--- src/rtl/core/pidf_pkg.sv ---
// ----------------------------------------------------------------------------
// pidf_pkg
// Shared types and constants for the filtered-derivative PID unit.
// ----------------------------------------------------------------------------
package pidf_pkg;

  localparam int unsigned NumRegs = 7;
  localparam int unsigned RegIdxW = 3;
  localparam int unsigned DivSteps = 48;

  localparam logic [2:0] RegPropGain    = 3'd0;
  localparam logic [2:0] RegIntegGain   = 3'd1;
  localparam logic [2:0] RegDerivGain   = 3'd2;
  localparam logic [2:0] RegDriveFloor  = 3'd3;
  localparam logic [2:0] RegDriveCeil   = 3'd4;
  localparam logic [2:0] RegSamplePer   = 3'd5;
  localparam logic [2:0] RegSmoothWt    = 3'd6;

  localparam logic [30:0] DefaultPeriod = 31'd6554;
  localparam logic [16:0] WeightOne     = 17'd65536;
  localparam logic signed [31:0] CeilReset = 32'sd6553600;

  // Datapath operation codes issued by the controller
  typedef enum logic [3:0] {
    OpNone   = 4'd0,
    OpClear  = 4'd1,
    OpLoad   = 4'd2,
    OpProp   = 4'd3,
    OpDivSt  = 4'd4,
    OpDivIt  = 4'd5,
    OpSmA    = 4'd6,
    OpSmB    = 4'd7,
    OpDeriv  = 4'd8,
    OpIntT   = 4'd9,
    OpIntS   = 4'd10,
    OpSum    = 4'd11,
    OpClamp  = 4'd12
  } op_e;

  typedef struct packed {
    op_e op;
  } dp_cmd_t;

  typedef struct packed {
    logic div_done;
  } dp_sts_t;

  // Saturate a signed 66-bit value to 32 bits
  function automatic logic signed [31:0] sat32(input logic signed [65:0] v);
    logic signed [31:0] r;
    if (v > 66'sh0_7FFF_FFFF) begin
      r = 32'sh7FFF_FFFF;
    end else if (v < -66'sh0_8000_0000) begin
      r = 32'sh8000_0000;
    end else begin
      r = v[31:0];
    end
    return r;
  endfunction

endpackage

--- src/rtl/core/pidf_ctrl.sv ---
// ----------------------------------------------------------------------------
// pidf_ctrl
// One-hot controller: sequences one item through the datapath and holds the
// result until its transfer.
// ----------------------------------------------------------------------------
module pidf_ctrl (
  input  logic               clk_i,
  input  logic               rst_ni,
  input  logic               in_valid_i,
  output logic               in_ready_o,
  input  logic               kind_i,
  output logic               out_valid_o,
  input  logic               out_ready_i,
  input  pidf_pkg::dp_sts_t  sts_i,
  output pidf_pkg::dp_cmd_t  cmd_o
);
  import pidf_pkg::*;

  typedef enum logic [10:0] {
    StIdle  = 11'b000_0000_0001,
    StProp  = 11'b000_0000_0010,
    StDivSt = 11'b000_0000_0100,
    StDivIt = 11'b000_0000_1000,
    StSmA   = 11'b000_0001_0000,
    StSmB   = 11'b000_0010_0000,
    StDeriv = 11'b000_0100_0000,
    StIntT  = 11'b000_1000_0000,
    StIntS  = 11'b001_0000_0000,
    StSum   = 11'b010_0000_0000,
    StClamp = 11'b100_0000_0000
  } state_e;

  state_e state_q, state_d;
  logic   ov_q, ov_d;
  logic   take;

  // Accept a new item when idle and the output slot is free or draining
  assign in_ready_o = (state_q == StIdle) && (!ov_q || out_ready_i);
  assign take = in_valid_i && in_ready_o;

  always_comb begin
    state_d = state_q;
    cmd_o.op = OpNone;
    ov_d = ov_q && !out_ready_i;
    case (state_q)
      StIdle: if (take) begin
        cmd_o.op = kind_i ? OpClear : OpLoad;
        if (!kind_i) state_d = StProp;
      end
      StProp:  begin cmd_o.op = OpProp;  state_d = StDivSt; end
      StDivSt: begin cmd_o.op = OpDivSt; state_d = StDivIt; end
      StDivIt: begin
        cmd_o.op = OpDivIt;
        if (sts_i.div_done) state_d = StSmA;
      end
      StSmA:   begin cmd_o.op = OpSmA;   state_d = StSmB; end
      StSmB:   begin cmd_o.op = OpSmB;   state_d = StDeriv; end
      StDeriv: begin cmd_o.op = OpDeriv; state_d = StIntT; end
      StIntT:  begin cmd_o.op = OpIntT;  state_d = StIntS; end
      StIntS:  begin cmd_o.op = OpIntS;  state_d = StSum; end
      StSum:   begin cmd_o.op = OpSum;   state_d = StClamp; end
      StClamp: begin cmd_o.op = OpClamp; state_d = StIdle; ov_d = 1'b1; end
      default: state_d = StIdle;
    endcase
  end

  always_ff @(posedge clk_i or negedge rst_ni) begin
    if (!rst_ni) begin
      state_q <= StIdle;
      ov_q    <= 1'b0;
    end else begin
      state_q <= state_d;
      ov_q    <= ov_d;
    end
  end

  assign out_valid_o = ov_q;

  a_oh: assert property (@(posedge clk_i) disable iff (!rst_ni) $onehot(state_q))
    else $error("state not one-hot");
  a_busy: assert property (@(posedge clk_i) disable iff (!rst_ni)
    state_q != StIdle |-> !in_ready_o) else $error("ready while busy");
  a_res: assert property (@(posedge clk_i) disable iff (!rst_ni)
    state_q == StClamp |=> out_valid_o) else $error("result not raised");

endmodule

--- config.mk ---
export PLATFORM = sky130hd
export DESIGN_NAME = pidf_ctrl
export DESIGN_NICKNAME = d
export VERILOG_FILES = /design/src/rtl/core/pidf_pkg.sv /design/src/rtl/core/pidf_ctrl.sv
export SDC_FILE = /design/constraint.sdc
export NUM_CORES = 1
export LEC_CHECK = 0
export ABC_AREA = 1
export BUFFER_PORTS_ARGS = -buffer_cell sky130_fd_sc_hd__buf_2
export CAP_MARGIN = 20
export CORE_MARGIN = 2
export CORE_UTILIZATION = 55
export DETAILED_ROUTE_END_ITERATION = 8
export PLACE_DENSITY = 0.78
export SETUP_SLACK_MARGIN = 0.1
export SLEW_MARGIN = 20
export SYNTH_ARGS = -nofsm -noshare
export SYNTH_HDL_FRONTEND = slang
export SYNTH_SLANG_ARGS = --single-unit
--- constraint.sdc ---
create_clock -name clk_i -period 2.15 [get_ports clk_i]
set_clock_uncertainty 0.05 [all_clocks]
set_input_delay 0.3225 -clock clk_i [delete_from_list [all_inputs] [get_ports clk_i]]
set_output_delay 0.3225 -clock clk_i [all_outputs]
set_load 0.01 [all_outputs]
==> results of run 1 <==
[placed cells by master, fill, tap and decap left out, drive strengths merged, types with 3 or more instances in the layout]
cell type	netlist	final
dfrtp	11	11
nor3	3	3
clkbuf	0	4
nand4	3	3
nor2	17	17
nand3	5	5
nand2	24	24
o21ai	8	8
inv	24	24
buf	0	11
[state kept, by name, indices dropped and copies added, names as in the netlist]
name	flops
state_q	11
out_valid_o	1
[cell families after synthesis]
group                  synth area share [%]
AND/OR/NAND/NOR                        38.7
buffers and inverters                  12.6
flip-flops                             42.1
AO/OA/AOI/OAI                          6.63
[where the power goes]
part	switching [W]	internal (W)
combinational	0.000149	0.0000892
clock	0.0000842	0.000103
sequential	0.0000134	0.000248
total	0.000247	0.000441
[per-stage QoR]
step | std cells | hold slack (ns) | total power [W] | instance area [sq um] | setup slack, ns
global placement | 126 | 0.158 | 0.000480 | 791 | 0.494
detailed placement | 126 | 0.163 | 0.000491 | 791 | 0.453
finish | 131 | 0.180 | 0.000687 | 842 | 0.148
floorplan | 100 | -0.0231 | 0.000426 | 717 | 0.567
CTS | 131 | 0.188 | 0.000671 | 837 | 0.132
global route | 131 | 0.185 | 0.000721 | 842 | 0.0712
[area by class of cell]
class | instances | area [sq um] | area share [%]
multi-input cells | 64 | 330 | 39.2
flip-flops and latches | 12 | 302 | 35.8
inverters | 24 | 90.1 | 10.7
repair buffers | 12 | 65.1 | 7.73
clock buffers | 4 | 36.3 | 4.31
well taps | 15 | 18.8 | 2.23
[worst max-delay path by stage]
| stage | from | slack, ns | cells past startpoint | end |
|---|---|---|---|---|
| 6_report | state_q[0]$_DFFE_PN1P_ | 0.15 | 7 | cmd_o[1] |
| 5_1_grt | state_q[1]$_DFFE_PN0P_ | 0.07 | 8 | cmd_o[0] |
| 4_1_cts | state_q[0]$_DFFE_PN1P_ | 0.13 | 8 | cmd_o[0] |
| 3_5_place_dp | state_q[0]$_DFFE_PN1P_ | 0.45 | 8 | cmd_o[0] |
| 3_3_place_gp | state_q[0]$_DFFE_PN1P_ | 0.49 | 8 | cmd_o[0] |
| 2_1_floorplan | state_q[0]$_DFFE_PN1P_ | 0.57 | 6 | cmd_o[0] |
[repair_timing]
action	CTS	global route
hold buffers	1	0
hold endpoints to repair	11	0
gates resized for setup	0	3
setup endpoints to repair	0	4
[metal layers]
| layer | global-route usage (%) | up-vias |
|---|---|---|
| met5 | 0 | - |
| met4 | 15.5 | 0 |
| met3 | 5.00 | 10 |
| met2 | 38.3 | 18 |
| met1 | 27.2 | 304 |
| li1 | - | 340 |
==> results.toml, run 1 <==
[routing]
vias = 672
met2WireLength_microns = 694
antenna_left = 0
remaining_drc_errors = 0
initialDrtViolationCount = 13
met3_length_microns = 56
route.final.wire_length_microns = 1470
drtPass1Iterations = 4
drt-met1-wl_microns = 666
route.detailed.wl_per_inst_microns = 11.3
highest_signal_layer_in_the_routed_design = "met4"
routed_via_density = 5.13

[clock_network]
clk_root_buffer_cell = "clkbuf_4"
post_cts_buffers = 0
h_tree_level_count = 1
insertion_delay_ns = 0.28
numCtsBuffers = 3
cts-root-to-sink-buffers = 2
cts_num_sinks = 12
cts_tree = "done"
clkTransAtPathRegs_ns = 0.08

[worst_setup_path]
cp_top_family = "flip-flops"
crit_path_cell_trace = "nor2_1, nand2_1, nor2_2, o21ai_1, nand2_1, nand3b_1, buf_2"
worst-path-max-fanout = 4
max_stage_delay_ns = 0.56
critical_path.n_buffers_inverters = 1
crit-reg2reg-launch = "state_q[0]$_DFFE_PN1P_"
arrival_worst_endpoint_ns = 1.63
setup.reg_to_reg.worst_slack_ns = 0.78
critPathRequiredTime_ns = 1.78
worst-r2r-cell-count = 6
worst_setup_path_start_kind = "flip-flop"
critPathKind = "reg -> out"
crit_top_cell = "nand2_1"
worstSetupEndpointType = "primary output"
crit_slowest_cell = "dfstp_2"
crit-reg2reg-capture = "state_q[0]$_DFFE_PN1P_"

[timing]
slew-limit-headroom_pct = 75.1
finalMaxSlewViolations = 0
fin_setup_tns_ns = 0
grt_setup_unrepaired = "yes"
min_period_over_period_pct = 93.1
tightestPinTransition_ns = 0.370
final_setup_violation_count = 0
max_freq_mhz = 499
hold_violations = 0
post-route-min-period_ns = 2.00

[layout]
antenna_cells_inserted = 0
syn_to_final_growth_pct = 17.5
post-route-util_pct = 67.2
layout.filler_cells = 104
post_route_cells_drive_above_1_share_pct = 24.1
design.final.nets = 123

[floorplanning]
pin_count = 12
die_y_microns = 40.1
starting_density_of_the_core_pct = 57.2
core.rowCount = 13
die_footprint_sq_um = 1610
dieWidth_microns = 40.1
coreArea_sq_um = 1250

[synth]
post_synth_inst_count = 100
synth_nets = 106
syn-mean-instance-area_sq_um = 7.17
post_synth_most_frequent_cells = "inv_1, nand2_1, nor2_1, dfrtp_1"
yosysSeqAreaShare_pct = 42.1
ys.flop_type = "dfrtp_1"
seq_cells_post_synth = 12
ys_top_cells_by_area = "dfrtp_1, inv_1, nand2_1, nor2_1, dfstp_2"
netlist-cell-type-count = 20
post-synth-top-area-fraction_pct = 38.4
yosys_warns = 0
post_synth_instance_area_sq_um = 717
synth_enable_flop_cells = 0
synth_async_sr_flop_share_pct = 100
dominant_cell_type_by_area_after_synthesis = "dfrtp_1"

[place]
dp.final_hpwl_microns = 1150
count_of_port_buffers_added_during_placement = 11
gp_congestion = 0.791

[worst_hold_path]
hold_depth = 2
hold_start = "out_ready_i"
worstHoldPathType = "in -> reg"
worst_hold_path.endpoint = "out_valid_o$_DFF_PN0_"

[grt]
number_of_antenna_violations_at_the_first_check_in_global_routing = 0
grt.total_usage_pct = 23.4
grt_overflow = 0
first_pass_grt_wire_length_microns = 2370
number_of_global_route_vias_before_repair = 589
grt_max_degree = 13

[job]
max_cap_viol_count = 0

[power_and_ir_drop]
static-leakage-power_nw = 0.528
power_density_nw_per_um2 = 816
peakVddDrop_v = 0.000522

[outcome]
outcome = "finished clean"
No activity file was read; power rests on OpenSTA's default activity.
==> inputs of run 2 (changes only) <==
RECOVER_POWER = 100   (was default)
==> run 2 against run 1 <==
Sequential power about the same. Total power decreased by 1.3%. First-iteration DRC count decreased by 15%. Die area unchanged. Cell count unchanged. Sequential share of layout area increased by 0.43 points. Clock power decreased by 3%. Critical path depth unchanged. Via count increased by 1.0%.
==> results.toml, run 2 (same netlist as run 1, synthesis figures left out) <==
[grt]
first_pass_grt_wire_length_microns = 2370
grt.total_usage_pct = 23.4
number_of_antenna_violations_at_the_first_check_in_global_routing = 0
number_of_global_route_vias_before_repair = 589
grt_overflow = 0
grt_max_degree = 13

[layout]
most-common-layout-cells = "nand2_1, inv_1, nor2_1, dfrtp_1, buf_2"
post-route-cell-area_sq_um = 832
largest_reg_flops = 11
layout.filler_cells = 108
top_register = "state_q"
layout.cells.most_common = "nand2_1"
antenna_cells_inserted = 0
design.final.nets = 123
post_route_cells_drive_above_1_share_pct = 19.0
sequential_cell_area_sq_um = 302
syn_to_final_growth_pct = 16.1
area_used_by_multi_input_combinational_logic_sq_um = 325

[worst_setup_path]
arrival_worst_endpoint_ns = 1.64
worstSetupEndpointType = "primary output"
worst_setup_path_start_kind = "flip-flop"
critPathRequiredTime_ns = 1.78
critPathKind = "reg -> out"
worst-r2r-cell-count = 6
worst-path-max-fanout = 4

[routing]
remaining_drc_errors = 0
antenna_left = 0
initialDrtViolationCount = 11
route.detailed.wl_per_inst_microns = 11.1
routed_via_density = 5.18
vias = 679
drtPass1Iterations = 4
route.final.wire_length_microns = 1450

[clock_network]
clk_root_buffer_cell = "clkbuf_4"
cts-root-to-sink-buffers = 2
cts_num_sinks = 12
insertion_delay_ns = 0.27
h_tree_level_count = 1
cts_tree = "done"
numCtsBuffers = 3
clkTransAtPathRegs_ns = 0.08

[timing]
min_period_over_period_pct = 93.6
max_freq_mhz = 497
grt_setup_unrepaired = "yes"
post-route-min-period_ns = 2.01
tightestPinTransition_ns = 0.633
finalMaxSlewViolations = 0
final_setup_violation_count = 0
fin_setup_tns_ns = 0
hold_violations = 0
slew-limit-headroom_pct = 57.8

[place]
placed_cell_area_sq_um = 791
count_of_port_buffers_added_during_placement = 11
gp_congestion = 0.791
dp.final_hpwl_microns = 1150

[outcome]
outcome = "finished clean"

[floorplanning]
pin_count = 12
die_y_microns = 40.1
dieWidth_microns = 40.1
starting_density_of_the_core_pct = 57.2
core.rowCount = 13
die_footprint_sq_um = 1610
coreArea_sq_um = 1250

[power_and_ir_drop]
static-leakage-power_nw = 0.513
peakVddDrop_v = 0.000520
power.sequential.fraction_pct = 38.7
power_density_nw_per_um2 = 815
part_of_the_total_power_dissipated_in_the_clock_network_pct = 26.8
switching_share_pct = 35.6
power_report.internal_total_w = 0.000437
final_power_w = 0.000678
switchingPower_w = 0.000241
combinationalPowerShare_pct = 34.5

[worst_hold_path]
worstHoldPathType = "in -> reg"
hold_depth = 2

[job]
max_cap_viol_count = 0
-- run 2: changes by cell type in the layout (fill, tap and decap cells not counted) --
cell,change
buf_2,-4
clkbuf_1,+4
nand2_1,+1
nand2_2,-1
nor2_1,+1
nor2_2,-1
o21ai_0,+1
o21ai_1,-1
-- run 2: power groups by stage --
stage / Clock, W / Sequential [W] / Combinational [W]
finish: 0.000182 / 0.000262 / 0.000234
global route: 0.000191 / 0.000262 / 0.000265
CTS: 0.000182 / 0.000260 / 0.000230
detailed placement: 0 / 0.000264 / 0.000226
global placement: 0 / 0.000263 / 0.000217
floorplan: 0 / 0.000261 / 0.000164
-- run 2: critical path, cell delays in order (launching register included) --
cell and delay [ns]:
dfstp_2 0.56, nor2_1 0.06, nand2_1 0.13, nor2_2 0.08
o21ai_0 0.16, nand2_1 0.07, nand3b_1 0.17, buf_2 0.15
-- run 2: cell type report --
type	count	share of cell area [%]
clock buffers	4	4.36
multi-input cells	64	39.1
well taps	15	2.26
flip-flops and latches	12	36.2
inverters	24	10.8
repair buffers	12	7.22
-- run 2: path summary, 6_finish.rpt --
kind,slack (ns),start,to
max,0.14,state_q[0]$_DFFE_PN1P_,cmd_o[1]
min,0.18,out_ready_i,out_valid_o$_DFF_PN0_
max reg2reg,0.76,state_q[0]$_DFFE_PN1P_,state_q[0]$_DFFE_PN1P_
min reg2reg,0.52,out_valid_o$_DFF_PN0_,out_valid_o$_DFF_PN0_
max in group asynchronous,1.13,rst_ni,state_q[1]$_DFFE_PN0P_
min in group asynchronous,0.52,rst_ni,state_q[8]$_DFFE_PN0P_
-- run 2: metrics by stage --
step | util, % | instances | setup WS [ns] | hold slack (ns)
CTS | 66.8 | 131 | 0.132 | 0.188
detailed placement | 63.1 | 126 | 0.453 | 0.163
global route | 66.4 | 131 | 0.0494 | 0.185
floorplan | - | 100 | 0.567 | -0.0231
global placement | 63.1 | 126 | 0.494 | 0.158
finish | 66.4 | 131 | 0.137 | 0.185
-- run 2: timing repair --
| action | 4_1_cts | 5_1_grt |
|---|---|---|
| buffers inserted | 0 | 0 |
| hold buffers | 1 | 0 |
| endpoints found under the hold margin | 11 | 0 |
| setup endpoints to repair | 0 | 4 |
| resized for setup | 0 | 3 |
-- run 2: per-layer routing --
layer,GRT usage (%),share of wire [%],vias to the layer above
met3,5.00,4.6,7
li1,-,-,339
met4,15.5,2.9,0
met5,0,0,-
met2,38.3,50,24
met1,27.2,42,309
